--- src/rtl/bbc_pkg.sv ---
`timescale 1ns / 1ps
package bbc_pkg;

  localparam logic [2:0] OP_GET     = 3'd0;
  localparam logic [2:0] OP_READ    = 3'd1;
  localparam logic [2:0] OP_RELEASE = 3'd2;
  localparam logic [2:0] OP_WRITE   = 3'd3;
  localparam logic [2:0] OP_DWRITE  = 3'd4;
  localparam logic [2:0] OP_FLUSH   = 3'd5;

  localparam logic [2:0] ST_HIT       = 3'd0;
  localparam logic [2:0] ST_MISS      = 3'd1;
  localparam logic [2:0] ST_BUSY      = 3'd2;
  localparam logic [2:0] ST_NONE      = 3'd3;
  localparam logic [2:0] ST_WRITEBACK = 3'd4;
  localparam logic [2:0] ST_DONE      = 3'd5;

  typedef struct packed {
    logic [2:0]  opcode;
    logic [7:0]  device;
    logic [23:0] block_number;
    logic [3:0]  buffer_index;
  } req_t;

  typedef struct packed {
    logic [2:0]  status;
    logic [3:0]  granted_buffer;
    logic [7:0]  wb_device;
    logic [23:0] wb_block;
    logic        need_read;
    logic        last;
  } res_t;

endpackage

--- src/rtl/bbc_cell.sv ---
`timescale 1ns / 1ps
module bbc_cell #(
  parameter int IW  = 4,
  parameter int IDX = 0
) (
  input  logic          clk,
  input  logic          rst,
  input  logic [7:0]    key_dev,
  input  logic [23:0]   key_blk,
  input  logic          wr_en,
  input  logic [7:0]    wr_dev,
  input  logic [23:0]   wr_blk,
  input  logic          probe_vld_in,
  input  logic          probe_hit_in,
  input  logic [IW-1:0] probe_idx_in,
  output logic          probe_vld_out,
  output logic          probe_hit_out,
  output logic [IW-1:0] probe_idx_out,
  output logic [7:0]    tag_dev,
  output logic [23:0]   tag_blk,
  output logic          valid
);

  logic match;
  assign match = valid && (tag_dev == key_dev) && (tag_blk == key_blk);

  always_ff @(posedge clk) begin
    if (rst) begin
      valid         <= 1'b0;
      probe_vld_out <= 1'b0;
    end else begin
      if (wr_en) begin
        valid <= 1'b1;
      end
      probe_vld_out <= probe_vld_in;
    end
  end

  // payload: tag and probe data need no reset
  always_ff @(posedge clk) begin
    if (wr_en) begin
      tag_dev <= wr_dev;
      tag_blk <= wr_blk;
    end
    // an earlier hit wins, so the lowest index is kept
    probe_hit_out <= probe_hit_in | match;
    probe_idx_out <= probe_hit_in ? probe_idx_in : IW'(IDX);
  end

endmodule

--- src/rtl/block_buffer_cache_lru_core.sv ---
`timescale 1ns / 1ps
// Buffer cache with an LRU free list. A request is taken when start is high and busy is low;
// each result shows on result for one cycle with strobe high, and the receiver cannot stall,
// so results must be taken as they come. Release, write, delayed write and unknown opcodes
// finish straight from idle. Get and read send a probe down the row of NUM_BUFFERS tag
// cells, one cell per cycle; on a miss the list head is then taken once per cycle: a dirty
// head gets a write-back result and moves to the tail, and a clean head is popped with the
// miss result. Flush walks the free list one buffer per cycle, at most NUM_BUFFERS of them.
module block_buffer_cache_lru_core #(
  parameter int NUM_BUFFERS = 16
) (
  input  logic          clk,
  input  logic          rst,
  input  logic          start,
  output logic          busy,
  input  bbc_pkg::req_t req,
  output logic          strobe,
  output bbc_pkg::res_t result
);

  localparam int IW = (NUM_BUFFERS > 1) ? $clog2(NUM_BUFFERS) : 1;
  localparam int LW = $clog2(NUM_BUFFERS + 1);
  localparam logic [LW-1:0] NONE = LW'(NUM_BUFFERS);

  typedef enum logic [1:0] {S_IDLE, S_SEARCH, S_ALLOC, S_FLUSH} state_t;
  state_t state;

  logic [7:0]    key_dev;
  logic [23:0]   key_blk;
  logic          is_read;
  logic          inject;
  logic [LW-1:0] walk;
  logic [LW-1:0] steps;

  logic          busy_f  [NUM_BUFFERS];
  logic          done_f  [NUM_BUFFERS];
  logic          dirty_f [NUM_BUFFERS];
  logic [LW-1:0] next_l  [NUM_BUFFERS];
  logic [LW-1:0] prev_l  [NUM_BUFFERS];
  logic [LW-1:0] head;
  logic [LW-1:0] tail;

  logic          pv [NUM_BUFFERS+1];
  logic          ph [NUM_BUFFERS+1];
  logic [IW-1:0] pi [NUM_BUFFERS+1];
  logic [7:0]    cdev [NUM_BUFFERS];
  logic [23:0]   cblk [NUM_BUFFERS];
  logic          cval [NUM_BUFFERS];
  logic          cwr  [NUM_BUFFERS];

  logic [IW-1:0] head_idx;
  logic [IW-1:0] req_idx;
  logic [IW-1:0] walk_idx;
  logic [IW-1:0] hit_idx;
  logic          req_in_range;
  logic          alloc_fire;

  assign busy         = (state != S_IDLE);
  assign head_idx     = head[IW-1:0];
  assign walk_idx     = walk[IW-1:0];
  assign hit_idx      = pi[NUM_BUFFERS];
  assign req_in_range = ({28'd0, req.buffer_index} < 32'(NUM_BUFFERS));
  assign req_idx      = IW'(req.buffer_index);
  assign alloc_fire   = (state == S_ALLOC) && (head != NONE) && !dirty_f[head_idx];

  assign pv[0] = inject;
  assign ph[0] = 1'b0;
  assign pi[0] = '0;

  for (genvar g = 0; g < NUM_BUFFERS; g++) begin : g_cell
    assign cwr[g] = alloc_fire && (head_idx == IW'(g));
    bbc_cell #(.IW(IW), .IDX(g)) u_cell (
      .clk(clk), .rst(rst), .key_dev(key_dev), .key_blk(key_blk),
      .wr_en(cwr[g]), .wr_dev(key_dev), .wr_blk(key_blk),
      .probe_vld_in(pv[g]), .probe_hit_in(ph[g]), .probe_idx_in(pi[g]),
      .probe_vld_out(pv[g+1]), .probe_hit_out(ph[g+1]), .probe_idx_out(pi[g+1]),
      .tag_dev(cdev[g]), .tag_blk(cblk[g]), .valid(cval[g])
    );
  end

  function automatic bbc_pkg::res_t mk(logic [2:0] st, logic [IW-1:0] b, logic [7:0] d,
                                       logic [23:0] k, logic nr, logic l);
    bbc_pkg::res_t r;
    r.status         = st;
    r.granted_buffer = 4'(32'(b));
    r.wb_device      = d;
    r.wb_block       = k;
    r.need_read      = nr;
    r.last           = l;
    return r;
  endfunction

  always_ff @(posedge clk) begin
    if (rst) begin
      state  <= S_IDLE;
      strobe <= 1'b0;
      inject <= 1'b0;
      head   <= '0;
      tail   <= LW'(NUM_BUFFERS - 1);
      for (int i = 0; i < NUM_BUFFERS; i++) begin
        busy_f[i]  <= 1'b0;
        done_f[i]  <= 1'b0;
        dirty_f[i] <= 1'b0;
        next_l[i]  <= LW'(i + 1);
        prev_l[i]  <= (i == 0) ? NONE : LW'(i - 1);
      end
    end else begin
      strobe <= 1'b0;
      inject <= 1'b0;
      case (state)
        S_IDLE: begin
          if (start) begin
            key_dev <= req.device;
            key_blk <= req.block_number;
            is_read <= (req.opcode == bbc_pkg::OP_READ);
            if (req.opcode == bbc_pkg::OP_GET || req.opcode == bbc_pkg::OP_READ) begin
              inject <= 1'b1;
              state  <= S_SEARCH;
            end else if (req.opcode == bbc_pkg::OP_FLUSH) begin
              walk  <= head;
              steps <= '0;
              state <= S_FLUSH;
            end else if ((req.opcode == bbc_pkg::OP_RELEASE || req.opcode == bbc_pkg::OP_WRITE
                          || req.opcode == bbc_pkg::OP_DWRITE)
                         && req_in_range && busy_f[req_idx]) begin
              strobe <= 1'b1;
              if (req.opcode == bbc_pkg::OP_WRITE) begin
                result <= mk(bbc_pkg::ST_WRITEBACK, req_idx, cdev[req_idx], cblk[req_idx],
                             1'b0, 1'b1);
                dirty_f[req_idx] <= 1'b0;
                done_f[req_idx]  <= 1'b1;
              end else begin
                result <= mk(bbc_pkg::ST_DONE, '0, '0, '0, 1'b0, 1'b1);
                if (req.opcode == bbc_pkg::OP_DWRITE) begin
                  dirty_f[req_idx] <= 1'b1;
                  done_f[req_idx]  <= 1'b1;
                end
              end
              busy_f[req_idx] <= 1'b0;
              // append to tail
              prev_l[req_idx] <= tail;
              next_l[req_idx] <= NONE;
              if (tail != NONE) next_l[tail[IW-1:0]] <= LW'(32'(req_idx));
              else head <= LW'(32'(req_idx));
              tail <= LW'(32'(req_idx));
            end else begin
              strobe <= 1'b1;
              result <= mk(bbc_pkg::ST_DONE, '0, '0, '0, 1'b0, 1'b1);
            end
          end
        end
        S_SEARCH: begin
          if (pv[NUM_BUFFERS]) begin
            if (!ph[NUM_BUFFERS]) begin
              state <= S_ALLOC;
            end else begin
              strobe <= 1'b1;
              state  <= S_IDLE;
              if (busy_f[hit_idx]) begin
                result <= mk(bbc_pkg::ST_BUSY, hit_idx, '0, '0, 1'b0, 1'b1);
              end else if (done_f[hit_idx]) begin
                result <= mk(bbc_pkg::ST_HIT, hit_idx, '0, '0, 1'b0, 1'b1);
                busy_f[hit_idx] <= 1'b1;
                // unlink the hit buffer
                if (prev_l[hit_idx] != NONE)
                  next_l[prev_l[hit_idx][IW-1:0]] <= next_l[hit_idx];
                else head <= next_l[hit_idx];
                if (next_l[hit_idx] != NONE)
                  prev_l[next_l[hit_idx][IW-1:0]] <= prev_l[hit_idx];
                else tail <= prev_l[hit_idx];
                next_l[hit_idx] <= NONE;
                prev_l[hit_idx] <= NONE;
              end else begin
                result <= mk(bbc_pkg::ST_NONE, '0, '0, '0, 1'b0, 1'b1);
              end
            end
          end
        end
        S_ALLOC: begin
          strobe <= 1'b1;
          if (head == NONE) begin
            result <= mk(bbc_pkg::ST_NONE, '0, '0, '0, 1'b0, 1'b1);
            state  <= S_IDLE;
          end else if (dirty_f[head_idx]) begin
            result <= mk(bbc_pkg::ST_WRITEBACK, head_idx, cdev[head_idx], cblk[head_idx],
                         1'b0, 1'b0);
            dirty_f[head_idx] <= 1'b0;
            done_f[head_idx]  <= 1'b1;
            // head moves to tail; a single-entry list stays as it is
            if (head != tail) begin
              head                    <= next_l[head_idx];
              prev_l[next_l[head_idx][IW-1:0]] <= NONE;
              next_l[tail[IW-1:0]]    <= head;
              prev_l[head_idx]        <= tail;
              next_l[head_idx]        <= NONE;
              tail                    <= head;
            end
          end else begin
            result <= mk(bbc_pkg::ST_MISS, head_idx, '0, '0, is_read, 1'b1);
            busy_f[head_idx]  <= 1'b1;
            dirty_f[head_idx] <= 1'b0;
            done_f[head_idx]  <= is_read;
            head <= next_l[head_idx];
            if (next_l[head_idx] != NONE) prev_l[next_l[head_idx][IW-1:0]] <= NONE;
            else tail <= NONE;
            next_l[head_idx] <= NONE;
            prev_l[head_idx] <= NONE;
            state <= S_IDLE;
          end
        end
        S_FLUSH: begin
          if (walk == NONE || steps == LW'(NUM_BUFFERS)) begin
            strobe <= 1'b1;
            result <= mk(bbc_pkg::ST_DONE, '0, '0, '0, 1'b0, 1'b1);
            state  <= S_IDLE;
          end else begin
            if (dirty_f[walk_idx]) begin
              strobe <= 1'b1;
              result <= mk(bbc_pkg::ST_WRITEBACK, walk_idx, cdev[walk_idx], cblk[walk_idx],
                           1'b0, 1'b0);
              dirty_f[walk_idx] <= 1'b0;
              done_f[walk_idx]  <= 1'b1;
            end
            walk  <= next_l[walk_idx];
            steps <= steps + 1'b1;
          end
        end
        default: state <= S_IDLE;
      endcase
    end
  end

  a_start_reacts: assert property (@(posedge clk) disable iff (rst)
    start && !busy |=> busy || strobe) else $error("request produced no activity");
  a_list_empty: assert property (@(posedge clk) disable iff (rst)
    (head == NONE) == (tail == NONE)) else $error("head and tail disagree on empty list");
  a_more_follows: assert property (@(posedge clk) disable iff (rst)
    strobe && !result.last |-> busy) else $error("non-final result while idle");

endmodule
--- config.mk ---
export PLATFORM = sky130hd
export DESIGN_NAME = block_buffer_cache_lru_core
export DESIGN_NICKNAME = d
export VERILOG_FILES = /design/src/rtl/bbc_pkg.sv /design/src/rtl/bbc_cell.sv /design/src/rtl/block_buffer_cache_lru_core.sv
export SDC_FILE = /design/constraint.sdc
export NUM_CORES = 2
export LEC_CHECK = 0
export BUFFER_PORTS_ARGS = -buffer_cell sky130_fd_sc_hd__buf_2
export CAP_MARGIN = 20
export CORE_ASPECT_RATIO = 0.8
export CORE_MARGIN = 2
export CORE_UTILIZATION = 45
export DETAILED_ROUTE_END_ITERATION = 8
export PLACE_DENSITY_LB_ADDON = 0.25
export SYNTH_ARGS = -nofsm -noshare
export SYNTH_HDL_FRONTEND = slang
export SYNTH_SLANG_ARGS = --single-unit
--- constraint.sdc ---
create_clock -name clk -period 6.3 [get_ports clk]
set_input_delay 0 -clock clk [delete_from_list [all_inputs] [get_ports clk]]
set_output_delay 0 -clock clk [all_outputs]
set_load 0.02 [all_outputs]
==> results.cfg <==
[run_status]
outcome = completed

[timing]
max_freq_ghz = 0.193
rsz0062_at_grt = false
setup_tns_ns = 0
max_slew_margin_pct = 12.6
finalMaxSlewViolations = 0
finClkSkew_ns = 0.0344
worstMarginPinSlew_ns = 1.30
finalHoldWorstSlack_ns = 0.0214
finalCriticalPeriod_ns = 5.19
finalHoldViolations = 0
finalCritPeriodShare_pct = 82.4
setup_violations = 0

[synthesis]
synth_flop_cell = edfxtp_1
synth-async-reset-ratio_pct = 0
synth_top_cell_area_share_pct = 44.7
syn_area_um2 = 54000
synth_edf_count = 804
synth_top_area_cell = edfxtp_1
synth.area.top_cells = edfxtp_1 45%, mux4_2 24%, xor2_1 5.9%
ys_types = 95
ys_seq_area_share_pct = 49.1
synthCells = 3774
synth_nets = 3822
synth-seq-cells = 923
yosysWarnings = 0
synth.avg_cell_area_um2 = 14.3

[power]
pwr-share-clk_pct = 35.3
ir_drop_mv = 0.292
power_density_nw_per_um2 = 291
pwr-share-seq_pct = 41.2
leakagePower_nw = 19.6
internal_power_mw = 12.0
p_switching_mw = 5.65
p_comb_share_pct = 23.5
swShare_pct = 32.1
total_power_mw = 17.6

[drt]
first_pass_iters = 7
first_iter_violations = 7315
routed_wirelength_mm = 218
wl_met2_mm = 85.8
num_vias = 39200
highest_layer = met5
drc = 0
viasPerCell = 7.08
drt-met1-wl_mm = 84.0
antenna_left = 0
wl_met3_mm = 38.6
post_drt_wl_per_cell_um = 39.3

[clock_network]
clk_pin_slew_ns = 0.07
insertion_delay_ns = 0.74
cts_setup_buffers = 0
cts_buffers = 99
cts_tree = done
cts_sinks = 923
cts_root_buffer = clkbuf_16
max-clock-path-buffers = 3
ctsHtreeMaxLevel = 3
ctsResizeCount = 0

[cells_and_area]
fin_util_pct = 50.8
drive_above_1_share_pct = 26.5
design_area_um2 = 60500
synthToLayoutAreaGrowth_pct = 12.0
nets = 3891

[critical_path]
startpoint = g_cell[15].u_cell.probe_idx_out[2]$_SDFF_PN1_
regToRegEndpoint = next_l[14][1]$_DFFE_PP_
max_stage_delay_ns = 0.83
crit_chain = clkinv_1, o21ai_0, o2111a_2, o21ai_1, a221oi_2, a21boi_1, o21ai_0
endpoint = next_l[14][1]$_DFFE_PP_
ff2ff_setup_slack_ns = 1.11
critical_path.most_common_cell = o21ai_0
arrival_ns = 5.55
critical_path_peak_fanout = 35
cp_data_required_time_ns = 6.66
endpoint_kind = flip-flop
crit_slowest_cell = o2111a_2
cp-start-kind = flip-flop
rr_worst_depth = 7
worstSetupPathType = reg2reg
rr_startpoint = g_cell[15].u_cell.probe_idx_out[2]$_SDFF_PN1_

[floorplan]
die_x_um = 391
rows = 113
io_pins = 85
initial_core_util_pct = 45.4
die_h_um = 314
die_area_um2 = 123000
core-area_um2 = 119000

[grt]
antenna_found_initial = 11
grt_pass1_vias = 35800
grt_max_degree = 132
grt.total_usage_pct = 35.2
grt_pass1_wl_mm = 296
grt_overflow_total = 0

[min_path]
hp-class = in2reg

[place]
port_buffers = 84
gp_congestion = 1.11
dpl.hpwl_mm = 151
place_area_um2 = 56300

[job]
drv_cap = 0
-- cells in the final DEF (no fill, tap or decap), types with 20 or more instances in the layout --
| cell type | n |
|---|---|
| edfxtp_1 | 804 |
| mux4_2 | 566 |
| xor2_1 | 363 |
| nor2_1 | 204 |
| nand2_1 | 175 |
| xnor2_1 | 157 |
| buf_4 | 116 |
| dfxtp_1 | 113 |
| o22ai_1 | 107 |
| clkbuf_16 | 103 |
| a22oi_1 | 99 |
| nor4_1 | 92 |
| buf_2 | 83 |
| dlygate4sd3_1 | 67 |
| a21oi_1 | 61 |
| inv_1 | 60 |
| mux2i_1 | 59 |
| nand4_1 | 50 |
| nand2b_1 | 44 |
| nand3_1 | 44 |
| o21ai_0 | 35 |
| nor2b_1 | 34 |
| and2_1 | 29 |
| nor3_1 | 26 |
| o21bai_1 | 24 |
| a22o_1 | 23 |
| a21o_1 | 21 |
| or3_1 | 20 |
-- power groups by stage --
stage	registers, mW	logic (mW)	clock network (mW)
after CTS	7.24	3.98	6.25
after floorplan	7.34	2.38	0
after global placement	7.37	3.94	0
after global routing	7.27	4.21	6.46
final	7.25	4.15	6.21
after detailed placement	7.37	3.93	0
-- cells in the mapped netlist (all sizes together) (10+ instances only) --
| cell | instances |
|---|---|
| nand4 | 50 |
| a41o | 11 |
| edfxtp | 804 |
| and2 | 34 |
| o22ai | 111 |
| nand2 | 179 |
| xor2 | 363 |
| nand3 | 44 |
| nand2b | 44 |
| xnor2 | 157 |
| mux4 | 570 |
| or2 | 12 |
| nor4 | 93 |
| nor3 | 33 |
| o21ai | 44 |
| clkbuf | 218 |
| a21o | 22 |
| nor2b | 34 |
| nor2 | 226 |
| dfxtp | 119 |
| a22o | 23 |
| mux2i | 59 |
| buf | 93 |
| o21bai | 24 |
| a22oi | 102 |
| a21oi | 64 |
| mux2 | 10 |
| or3 | 21 |
| inv | 62 |
| a31oi | 18 |
-- critical path, delay by kind of cell (launching register included) --
family	cells	cell delay, ns
buffers and inverters	1	0.52
AOI/OAI and AO/OA	6	3.52
DFF	1	0.77
-- per-layer routing --
| layer | track usage, % | vias to the layer above |
|---|---|---|
| met3 | 17.5 | 524 |
| li1 | - | 15200 |
| met5 | 0 | - |
| met1 | 50.1 | 20000 |
| met4 | 11.7 | 14 |
| met2 | 46.3 | 3411 |
-- layout make-up --
type                    instances  area (um^2)
diodes                          3         7.51
clock buffers                 129         2760
clock inverters                55          624
fillers                     10100        58400
inverters                      64          241
multi-input cells            2476        26100
flip-flops and latches        923        26500
well taps                    1610         2010
repair buffers                279         2180
-- what timing repair did --
item	in CTS	in global routing
setup endpoints to repair	0	0
hold buffers	67	0
hold endpoints to repair	51	0
-- metrics by stage --
| step | setup slack (ns) | std cells |
|---|---|---|
| 2_1_floorplan | 1.30 | 3774 |
| 3_3_place_gp | 1.49 | 5278 |
| 3_5_place_dp | 1.25 | 5280 |
| 4_1_cts | 1.25 | 5531 |
| 5_1_grt | 0.826 | 5536 |
| 6_report | 1.11 | 5539 |
-- worst min path at each step --
stage            start                     end  cells after the start
2_1_floorplan  req[38]       inject$_SDFF_PP0_                      1
3_3_place_gp   req[11]    key_blk[7]$_DFFE_PP_                      1
3_5_place_dp    req[5]    key_blk[1]$_DFFE_PP_                      1
4_1_cts        req[36]       strobe$_SDFF_PP0_                      5
5_1_grt        req[36]  steps[3]$_SDFFCE_PN0P_                      3
6_report       req[36]  steps[3]$_SDFFCE_PN0P_                      3
-- logic make-up (layout without fill, tap and decap cells) --
family | after synthesis | count (layout) | share of synthesized area, %
buffers and inverters | 375 | 527 | 2.84
multiplexers | 639 | 639 | 25.1
AO/OA/AOI/OAI | 510 | 510 | 6.91
adder cells (fa/ha/maj) | 6 | 6 | 0.139
XOR/XNOR | 520 | 520 | 8.44
AND/OR/NAND/NOR | 801 | 801 | 7.44
flip-flops | 923 | 923 | 49.1
other | 0 | 3 | 0
-- state kept, by name, summed over array words and instances, names as in the netlist, 8 cells and up, named ones only --
register,count
busy_f,16
key_blk,24
prev_l,80
g_cell.u_cell.valid,16
next_l,80
dirty_f,16
g_cell.u_cell.tag_dev,128
result,41
key_dev,8
g_cell.u_cell.probe_idx_out,49
g_cell.u_cell.tag_blk,384
g_cell.u_cell.probe_hit_out,16
done_f,16
g_cell.u_cell.probe_vld_out,16
Note: power is estimated with default switching activity, not from simulation.
